File: src/hw/rtl/ncls_pkg.sv
// ----------------------------------------------------------------------------
// ncls_pkg
// Shared types and constants for the node continuation line select unit.
// ----------------------------------------------------------------------------
package ncls_pkg;

  localparam int LINE_W     = 16;
  localparam int TOL_W      = 16;
  localparam int STATUS_W   = 2;
  localparam int CFG_IDX_W  = 1;
  localparam int CFG_DATA_W = 16;

  // Configuration register indexes.
  localparam logic [CFG_IDX_W-1:0] CFG_ANGLE_TOL = 1'b0;
  localparam logic [CFG_IDX_W-1:0] CFG_TWO_WAY   = 1'b1;

  // Result status codes.
  localparam logic [STATUS_W-1:0] STATUS_OK         = 2'd0;
  localparam logic [STATUS_W-1:0] STATUS_UNATTACHED = 2'd1;
  localparam logic [STATUS_W-1:0] STATUS_OVERFLOW   = 2'd2;

  typedef enum logic [1:0] {
    ST_LOAD,
    ST_SCAN_RD,
    ST_SCAN_TAIL,
    ST_FINISH
  } state_t;

  // Commands from the controller to the datapath.
  typedef struct packed {
    logic load;
    logic decide;
    logic scan_rd;
    logic result_load;
  } cmd_t;

  // Status from the datapath to the controller.
  typedef struct packed {
    logic need_scan;
    logic rd_last;
    logic out_free;
  } sts_t;

endpackage

File: src/hw/rtl/node_continuation_line_select_unit.sv
// ----------------------------------------------------------------------------
// node_continuation_line_select_unit
// Picks the line that continues the arriving line through one node.
// ----------------------------------------------------------------------------
// Usage: a node is sent as a run of entry requests on the input channel
// (in_valid / in_stall), one entry per cycle, the last one marked by
// last_entry. The arriving line id is taken from the first entry of each run.
// Each run yields exactly one result request on the output channel
// (out_valid / out_stall) carrying next_line and status.
// When a candidate scan is needed, the entries are read back from the entry
// RAM one per cycle, through ST_SCAN_RD and ST_SCAN_TAIL, and the result is
// registered from ST_FINISH once the output register is free; trivial cases
// (overflow, fewer than two entries, two-way node, unattached line) go from
// the last entry straight to ST_FINISH. The next node's entries are taken
// as soon as the result sits in the output register.
// Reset (synchronous, active high) clears the entry count, flags and
// configuration; the entry RAM needs no clearing. While the receiver stalls,
// the result is held and a further finished result waits in the unit, which
// then stalls its input. Configuration is written through cfg_we, cfg_index
// and cfg_data, by the user only while the unit is idle (not enforced).
// ----------------------------------------------------------------------------
module node_continuation_line_select_unit #(
  parameter int MAX_DEGREE = 16,
  parameter int ANGLE_BITS = 16
) (
  input  logic                               clk,
  input  logic                               rst,
  input  logic                               cfg_we,
  input  logic [ncls_pkg::CFG_IDX_W-1:0]     cfg_index,
  input  logic [ncls_pkg::CFG_DATA_W-1:0]    cfg_data,
  input  logic                               in_valid,
  output logic                               in_stall,
  input  logic signed [ncls_pkg::LINE_W-1:0] arriving_line,
  input  logic signed [ncls_pkg::LINE_W-1:0] entry_line,
  input  logic [ANGLE_BITS-1:0]              entry_angle,
  input  logic                               last_entry,
  output logic                               out_valid,
  input  logic                               out_stall,
  output logic signed [ncls_pkg::LINE_W-1:0] next_line,
  output logic [ncls_pkg::STATUS_W-1:0]      status
);

  ncls_pkg::cmd_t cmd;
  ncls_pkg::sts_t sts;

  ncls_ctrl u_ctrl (
    .clk        (clk),
    .rst        (rst),
    .in_valid   (in_valid),
    .last_entry (last_entry),
    .in_stall   (in_stall),
    .sts        (sts),
    .cmd        (cmd)
  );

  ncls_datapath #(
    .MAX_DEGREE (MAX_DEGREE),
    .ANGLE_BITS (ANGLE_BITS)
  ) u_datapath (
    .clk           (clk),
    .rst           (rst),
    .cfg_we        (cfg_we),
    .cfg_index     (cfg_index),
    .cfg_data      (cfg_data),
    .arriving_line (arriving_line),
    .entry_line    (entry_line),
    .entry_angle   (entry_angle),
    .cmd           (cmd),
    .sts           (sts),
    .out_valid     (out_valid),
    .out_stall     (out_stall),
    .next_line     (next_line),
    .status        (status)
  );

endmodule

File: src/hw/rtl/ncls_ram.sv
// ----------------------------------------------------------------------------
// ncls_ram
// Generic single-write, single-read RAM with a registered read port.
// ----------------------------------------------------------------------------
module ncls_ram #(
  parameter int WIDTH = 32,
  parameter int DEPTH = 16
) (
  input  logic                     clk,
  input  logic                     we,
  input  logic [$clog2(DEPTH)-1:0] waddr,
  input  logic [WIDTH-1:0]         wdata,
  input  logic [$clog2(DEPTH)-1:0] raddr,
  output logic [WIDTH-1:0]         rdata
);

  logic [WIDTH-1:0] mem [DEPTH];

  always_ff @(posedge clk) begin
    if (we) begin
      mem[waddr] <= wdata;
    end
    rdata <= mem[raddr];
  end

endmodule

File: src/hw/rtl/ncls_ctrl.sv
// ----------------------------------------------------------------------------
// ncls_ctrl
// Controller: accepts entries, sequences the candidate scan and hands the
// finished result to the output register.
// ----------------------------------------------------------------------------
module ncls_ctrl (
  input  logic          clk,
  input  logic          rst,
  input  logic          in_valid,
  input  logic          last_entry,
  output logic          in_stall,
  input  ncls_pkg::sts_t sts,
  output ncls_pkg::cmd_t cmd
);

  ncls_pkg::state_t state;
  ncls_pkg::state_t state_next;
  logic             accept;

  always_ff @(posedge clk) begin
    if (rst) begin
      state <= ncls_pkg::ST_LOAD;
    end else begin
      state <= state_next;
    end
  end

  always_comb begin
    state_next = state;
    cmd        = '0;
    in_stall   = 1'b1;
    accept     = 1'b0;
    case (state)
      ncls_pkg::ST_LOAD: begin
        in_stall   = 1'b0;
        accept     = in_valid;
        cmd.load   = accept;
        cmd.decide = accept && last_entry;
        if (cmd.decide) begin
          state_next = sts.need_scan ? ncls_pkg::ST_SCAN_RD : ncls_pkg::ST_FINISH;
        end
      end
      ncls_pkg::ST_SCAN_RD: begin
        cmd.scan_rd = 1'b1;
        if (sts.rd_last) begin
          state_next = ncls_pkg::ST_SCAN_TAIL;
        end
      end
      ncls_pkg::ST_SCAN_TAIL: begin
        // The read of the last entry is evaluated in this cycle.
        state_next = ncls_pkg::ST_FINISH;
      end
      ncls_pkg::ST_FINISH: begin
        if (sts.out_free) begin
          cmd.result_load = 1'b1;
          state_next      = ncls_pkg::ST_LOAD;
        end
      end
      default: begin
        state_next = ncls_pkg::ST_LOAD;
      end
    endcase
  end

  a_last_leaves_load: assert property (@(posedge clk) disable iff (rst)
    (state == ncls_pkg::ST_LOAD && in_valid && last_entry) |=> state != ncls_pkg::ST_LOAD)
    else $error("last entry did not start selection");

  a_stall_outside_load: assert property (@(posedge clk) disable iff (rst)
    (state != ncls_pkg::ST_LOAD) |-> in_stall)
    else $error("request accepted while selection in progress");

  a_tail_after_scan: assert property (@(posedge clk) disable iff (rst)
    (state == ncls_pkg::ST_SCAN_TAIL) |-> $past(state) == ncls_pkg::ST_SCAN_RD)
    else $error("scan tail entered without a scan");

endmodule

File: src/hw/rtl/ncls_datapath.sv
// ----------------------------------------------------------------------------
// ncls_datapath
// Entry store, arriving-line tracking, candidate scan and output register.
// ----------------------------------------------------------------------------
module ncls_datapath #(
  parameter int MAX_DEGREE = 16,
  parameter int ANGLE_BITS = 16
) (
  input  logic                                  clk,
  input  logic                                  rst,
  input  logic                                  cfg_we,
  input  logic [ncls_pkg::CFG_IDX_W-1:0]        cfg_index,
  input  logic [ncls_pkg::CFG_DATA_W-1:0]       cfg_data,
  input  logic signed [ncls_pkg::LINE_W-1:0]    arriving_line,
  input  logic signed [ncls_pkg::LINE_W-1:0]    entry_line,
  input  logic [ANGLE_BITS-1:0]                 entry_angle,
  input  ncls_pkg::cmd_t                        cmd,
  output ncls_pkg::sts_t                        sts,
  output logic                                  out_valid,
  input  logic                                  out_stall,
  output logic signed [ncls_pkg::LINE_W-1:0]    next_line,
  output logic [ncls_pkg::STATUS_W-1:0]         status
);

  localparam int IDX_W  = $clog2(MAX_DEGREE);
  localparam int CNT_W  = $clog2(MAX_DEGREE + 1);
  localparam int CMP_W  = (ANGLE_BITS > ncls_pkg::TOL_W) ? ANGLE_BITS : ncls_pkg::TOL_W;
  localparam int WORD_W = ncls_pkg::LINE_W + ANGLE_BITS;
  localparam logic [ANGLE_BITS-1:0] HALF_TURN = {1'b1, {(ANGLE_BITS-1){1'b0}}};

  // Configuration.
  logic [ncls_pkg::TOL_W-1:0] angle_tolerance;
  logic                       two_way_pass;

  // Per-node control state.
  logic [CNT_W-1:0]             entry_count;
  logic                         overflow_flag;
  logic                         found;
  logic signed [ncls_pkg::LINE_W-1:0] arriving_reg;
  logic [IDX_W-1:0]             scan_idx;
  logic                         rd_valid;
  logic                         have;

  // Payload.
  logic [ANGLE_BITS-1:0]        found_angle;
  logic [ANGLE_BITS-1:0]        target;
  logic [ANGLE_BITS-1:0]        best;
  logic signed [ncls_pkg::LINE_W-1:0] line0;
  logic signed [ncls_pkg::LINE_W-1:0] res_line;
  logic [ncls_pkg::STATUS_W-1:0] res_status;

  // Load-side decode.
  logic                         store_ok;
  logic [CNT_W-1:0]             cnt_after;
  logic                         ovf_after;
  logic signed [ncls_pkg::LINE_W-1:0] arr_eff;
  logic                         match_now;
  logic                         found_after;
  logic [ANGLE_BITS-1:0]        angle_after;
  logic                         few_entries;
  logic                         two_way_case;

  // Scan-side decode.
  logic [WORD_W-1:0]            rdata;
  logic signed [ncls_pkg::LINE_W-1:0] rd_line;
  logic [ANGLE_BITS-1:0]        rd_angle;
  logic [ANGLE_BITS-1:0]        diff;
  logic [ANGLE_BITS-1:0]        ang_dev;
  logic                         take;

  always_comb begin
    store_ok     = entry_count < CNT_W'(MAX_DEGREE);
    cnt_after    = store_ok ? entry_count + 1'b1 : entry_count;
    ovf_after    = overflow_flag || !store_ok;
    // The arriving line is taken from the first entry of a node.
    arr_eff      = (entry_count == '0) ? arriving_line : arriving_reg;
    match_now    = store_ok && !found && (entry_line == arr_eff);
    found_after  = found || match_now;
    angle_after  = match_now ? entry_angle : found_angle;
    few_entries  = cnt_after < CNT_W'(2);
    two_way_case = two_way_pass && (cnt_after == CNT_W'(2));
  end

  assign sts.need_scan = !ovf_after && !few_entries && !two_way_case && found_after;
  assign sts.rd_last   = (CNT_W'(scan_idx) + 1'b1) == entry_count;
  assign sts.out_free  = !out_valid || !out_stall;

  ncls_ram #(
    .WIDTH (WORD_W),
    .DEPTH (MAX_DEGREE)
  ) u_store (
    .clk   (clk),
    .we    (cmd.load && store_ok),
    .waddr (entry_count[IDX_W-1:0]),
    .wdata ({entry_line, entry_angle}),
    .raddr (scan_idx),
    .rdata (rdata)
  );

  assign rd_line  = rdata[WORD_W-1:ANGLE_BITS];
  assign rd_angle = rdata[ANGLE_BITS-1:0];

  // Wrapped distance to the target direction, 0 .. half turn.
  always_comb begin
    diff    = rd_angle - target;
    ang_dev = (diff > HALF_TURN) ? (~diff + 1'b1) : diff;
    take    = rd_valid && (rd_line != arriving_reg)
        && (CMP_W'(ang_dev) <= CMP_W'(angle_tolerance))
        && (!have || ang_dev < best);
  end

  always_ff @(posedge clk) begin
    if (rst) begin
      angle_tolerance <= '0;
      two_way_pass    <= 1'b0;
    end else if (cfg_we) begin
      case (cfg_index)
        ncls_pkg::CFG_ANGLE_TOL: angle_tolerance <= cfg_data;
        ncls_pkg::CFG_TWO_WAY:   two_way_pass    <= cfg_data[0];
        default: ;
      endcase
    end
  end

  always_ff @(posedge clk) begin
    if (rst) begin
      entry_count   <= '0;
      overflow_flag <= 1'b0;
      found         <= 1'b0;
      arriving_reg  <= '0;
      scan_idx      <= '0;
      rd_valid      <= 1'b0;
      have          <= 1'b0;
      out_valid     <= 1'b0;
    end else begin
      rd_valid <= cmd.scan_rd;
      if (cmd.load) begin
        if (entry_count == '0) begin
          arriving_reg <= arriving_line;
        end
        entry_count   <= cnt_after;
        overflow_flag <= ovf_after;
        found         <= found_after;
      end
      if (cmd.decide) begin
        scan_idx <= '0;
        have     <= 1'b0;
      end else if (cmd.scan_rd) begin
        scan_idx <= scan_idx + 1'b1;
      end
      if (take) begin
        have <= 1'b1;
      end
      if (cmd.result_load) begin
        entry_count   <= '0;
        overflow_flag <= 1'b0;
        found         <= 1'b0;
        out_valid     <= 1'b1;
      end else if (!out_stall) begin
        out_valid <= 1'b0;
      end
    end
  end

  always_ff @(posedge clk) begin
    if (cmd.load) begin
      found_angle <= angle_after;
      if (entry_count == '0) begin
        line0 <= entry_line;
      end
    end
    if (cmd.decide) begin
      target <= angle_after + HALF_TURN;
      if (ovf_after) begin
        res_line   <= '0;
        res_status <= ncls_pkg::STATUS_OVERFLOW;
      end else if (few_entries) begin
        res_line   <= '0;
        res_status <= ncls_pkg::STATUS_OK;
      end else if (two_way_case) begin
        // The second entry is the one arriving now.
        res_line   <= (line0 == arriving_reg) ? entry_line : line0;
        res_status <= ncls_pkg::STATUS_OK;
      end else if (!found_after) begin
        res_line   <= '0;
        res_status <= ncls_pkg::STATUS_UNATTACHED;
      end else begin
        res_line   <= '0;
        res_status <= ncls_pkg::STATUS_OK;
      end
    end
    if (take) begin
      best     <= ang_dev;
      res_line <= rd_line;
    end
    if (cmd.result_load) begin
      next_line <= res_line;
      status    <= res_status;
    end
  end

  a_count_bound: assert property (@(posedge clk) disable iff (rst)
    entry_count <= CNT_W'(MAX_DEGREE))
    else $error("entry count beyond store depth");

  a_overflow_full: assert property (@(posedge clk) disable iff (rst)
    overflow_flag |-> entry_count == CNT_W'(MAX_DEGREE))
    else $error("overflow flagged with room left");

  a_scan_in_range: assert property (@(posedge clk) disable iff (rst)
    cmd.scan_rd |-> CNT_W'(scan_idx) < entry_count)
    else $error("scan read beyond loaded entries");

  a_result_when_free: assert property (@(posedge clk) disable iff (rst)
    cmd.result_load |-> (!out_valid || !out_stall))
    else $error("result overwrote a pending output");

endmodule
File: config.mk
export PLATFORM = sky130hd
export DESIGN_NAME = node_continuation_line_select_unit
export DESIGN_NICKNAME = d
export VERILOG_FILES = /design/src/hw/rtl/ncls_pkg.sv /design/src/hw/rtl/node_continuation_line_select_unit.sv /design/src/hw/rtl/ncls_ram.sv /design/src/hw/rtl/ncls_ctrl.sv /design/src/hw/rtl/ncls_datapath.sv
export SDC_FILE = /design/constraint.sdc
export NUM_CORES = 1
export LEC_CHECK = 0
export BUFFER_PORTS_ARGS = -buffer_cell sky130_fd_sc_hd__buf_2
export CAP_MARGIN = 20
export CORE_UTILIZATION = 40
export DETAILED_ROUTE_END_ITERATION = 8
export HOLD_SLACK_MARGIN = 0.03
export PLACE_DENSITY = 0.67
export SLEW_MARGIN = 0
export SYNTH_ARGS = -nofsm -noshare
export SYNTH_HDL_FRONTEND = slang
export SYNTH_SLANG_ARGS = --single-unit
File: constraint.sdc
create_clock -name clk -period 8.5 [get_ports clk]
set_input_delay 0.85 -clock clk [delete_from_list [all_inputs] [get_ports clk]]
set_output_delay 0.85 -clock clk [all_outputs]
set_load 0.1 [all_outputs]
==> results.json <==
{
  "ir_drop_mv": 0.198,
  "r2r-start": "u_datapath.u_store.rdata[0]$_DFF_P_",
  "clock.fmax_mhz": 164,
  "r2r-end": "u_datapath.res_line[8]$_DFFE_PP_",
  "tns_ns": 0,
  "powerDensity_nw_per_um2": 323,
  "cts_setup_buffers": 0,
  "synth_nets": 1763,
  "period_minus_slack_ns": 6.09,
  "placed_area_um2": 30400,
  "fp-row-count": 97,
  "yosys-mux-area-fraction": 0.147,
  "synth.distinct_cells": 72,
  "worst-r2r-cell-count": 20,
  "crit_type": "reg -> reg",
  "hold_path.class": "reg -> reg",
  "die_height_um": 270,
  "drt_iter0_drc": 1255,
  "core-area_um2": 70500,
  "ios": 91,
  "largest_reg_flops": 512,
  "crit_path_max_fanout": 33,
  "area_growth_pct": 13.7,
  "start_util": 0.407,
  "cts_buffers": 69,
  "synth_top_area_frac": 0.641,
  "drtAntennaViolNets": 0,
  "antenna_found_initial": 6,
  "drive_above_1_share": 0.250,
  "grt-ovfl-total": 0,
  "cts_sinks": 693,
  "synth_area_um2": 28700,
  "worstHoldStart": "u_datapath.res_line[15]$_DFFE_PP_",
  "ys_warn_count": 0,
  "synth_compound_area_frac": 0.0430,
  "syn_avg_cell_area_um2": 17.6,
  "firstDrtPassIters": 5,
  "design_area_um2": 32600,
  "wl_per_cell_um": 23.4,
  "setup.worst_path.end_class": "register",
  "design.die.area_um2": 72800,
  "cp.required_ns": 8.86,
  "r2r_setup_slack_ns": 2.41,
  "post-place-ws_ns": 2.49,
  "setup_viol": 0,
  "vias_per_cell": 5.53,
  "top_register": "u_datapath.u_store.mem",
  "synth_enable_flop_cells": 612,
  "p_leak_uw": 0.0109,
  "synthArstFlopShare": 0,
  "clockBufferDepth": 3,
  "maxSlewHeadroom": 0.271,
  "portBuffers": 90,
  "arrival_ns": 6.45,
  "fillers": 5908,
  "grt_pass1_wl_um": 96500,
  "finalClockSkew_ns": 0.0240,
  "wl_um": 64300,
  "cp-start-kind": "register",
  "synth.area.top_cells": "edfxtp_1 (64%), mux4_2 (13%), dfxtp_1 (5.7%)",
  "synth_top_family_by_area": "multiplexers",
  "grt_use_total": 0.177,
  "synth-seq-area-share": 0.697,
  "hold_viol": 0,
  "cts_resized": 0,
  "setup_ws_ns": 2.41,
  "design.final.nets": 1881,
  "synth_xor_area_frac": 0.0217,
  "die_width_um": 270,
  "synth-seq-cells": 693,
  "place_hpwl_um": 36300,
  "holdPathStages": 0,
  "yosys.area_share.adder": 0.0256,
  "grt_pass1_vias": 15400,
  "place_congestion": 0.864,
  "holdBufCountCts": 0,
  "tritoncts": "yes",
  "htree_levels": 3,
  "status": "complete, no violations",
  "drc": 0,
  "reg_top3": "u_datapath.u_store.mem: 512 flops, u_datapath.u_store.rdata: 32 flops",
  "synth_top_area_cell": "edfxtp_1",
  "clkSlewWorstSetupHoldPaths_ns": 0.06,
  "vias": 15200,
  "tightest_slew_ns": 1.09,
  "clk_latency_ns": 0.61,
  "synthSimpleGateAreaFrac": 0.0460,
  "grt_max_degree": 99,
  "drv_cap": 0,
  "report.final.slew_viol_count": 0,
  "cts-root-buf": "clkbuf_16",
  "fin_crit_sh": 0.717,
  "synth_flop_cell": "edfxtp_1",
  "hold_end": "u_datapath.next_line[15]$_DFFE_PP_",
  "synth_cells": 1634,
  "rsz0062_at_grt": "no"
}
routing by layer:
layer / vias to the layer above / track usage / wire (µm)
li1: 6675 / - / -
met1: 7881 / 0.243 / 27800
met2: 540 / 0.285 / 30800
met3: 100 / 0.0325 / 4120
met4: 10 / 0.0591 / 1480
met5: - / 0 / 57
stage by stage:
step	util	total power, µW	hold WS, ns	instances
detailed placement	0.431	7580	0.405	2620
CTS	0.462	10600	0.420	2746
finish	0.463	10500	0.418	2748
global route	0.463	11100	0.438	2747
floorplan	-	6720	0.400	1634
global placement	0.431	7510	0.410	2620
power by group:
part	internal (µW)	switching [µW]
clock	1720	1300
combinational	1360	1780
sequential	4140	231
total	7220	3310
logic make-up after synthesis:
| logic type | count (synthesis) |
|---|---|
| muxes | 214 |
| DFF | 693 |
| and+or+nand+nor | 274 |
| buffers and inverters | 140 |
| adders and majority gates | 58 |
| AOI/OAI and AO/OA | 184 |
| xor gates and xnor gates | 71 |
how the worst max path moves through the flow:
stage                                                   start                           endpoint  slack (ns)
final                     u_datapath.u_store.rdata[0]$_DFF_P_   u_datapath.res_line[8]$_DFFE_PP_        2.41
after global routing      u_datapath.u_store.rdata[0]$_DFF_P_   u_datapath.res_line[9]$_DFFE_PP_        2.04
after CTS                 u_datapath.u_store.rdata[0]$_DFF_P_  u_datapath.res_line[10]$_DFFE_PP_        2.43
after detailed placement  u_datapath.u_store.rdata[0]$_DFF_P_   u_datapath.res_line[0]$_DFFE_PP_        2.49
after global placement    u_datapath.u_store.rdata[0]$_DFF_P_   u_datapath.res_line[0]$_DFFE_PP_        2.57
after floorplan           u_datapath.u_store.rdata[0]$_DFF_P_   u_datapath.res_line[0]$_DFFE_PP_        2.05
cells in the mapped netlist (8+ instances only):
cell type,instances
clkbuf_1,53
xor2_1,48
o21ai_0,20
nand2_1,95
buf_1,14
nor4_1,9
nor2b_1,9
inv_1,68
edfxtp_1,612
a21o_1,10
a21oi_1,72
o21a_1,10
dfxtp_1,81
or3_1,8
mux2_4,9
mux4_2,160
nand3_1,10
mux2_2,25
nor3_1,21
a211oi_1,11
ha_1,57
xnor2_1,23
nand4_1,10
mux2i_1,20
nor2_1,74
nand2b_1,12
layout by cell type (no fill, tap or decap), types with 5 or more instances in the layout:
cell type,instances
o2111ai_1,5
mux4_2,160
edfxtp_1,612
o211ai_1,7
o21ai_0,20
clkbuf_1,15
a21oi_1,72
xor2_1,48
buf_4,26
dfxtp_1,77
nand4_1,10
bufinv_16,5
ha_1,57
a31oi_1,5
clkbuf_16,70
clkinv_1,11
nor2b_1,9
xnor2_1,23
nor4_1,9
mux2i_1,20
o21a_1,10
buf_2,90
nand3_1,10
a21bo_2,5
mux2_4,9
mux2_2,25
nor2_4,12
inv_1,68
a21o_1,10
nand2_1,95
clkinv_2,12
a211oi_1,11
nor2_1,62
nor3_1,18
nand2b_1,12
or3_1,8
cell type report:
cell class	count	area (µm²)	share of cell area
Clock buffer	89	1860	0.0571
Clock inverter	37	379	0.0116
Sequential cell	693	20000	0.613
Tap cell	940	1180	0.0361
Inverter	69	260	0.00798
Antenna cell	1	2.50	0.0000767
Timing Repair Buffer	118	681	0.0209
Multi-Input combinational cell	801	8250	0.253
critical path: stages, from the launching register on:
cell and delay (ns):
dfxtp_1 0.29, inv_1 0.06, ha_1 0.14, inv_1 0.05, fa_1 0.41, a211oi_1 0.45
o21ai_0 0.16, xor2_1 0.18, or2_0 0.30, nor4_1 0.74, nand4_1 0.35, a21bo_2 0.31
ha_1 0.30, a21o_1 0.16, a21o_1 0.17, a211oi_1 0.26, o21ai_0 0.13, o2111a_1 0.16
nor4_4 0.32, buf_4 0.47, mux2_2 0.39
Power figures use the tool's default switching activity.
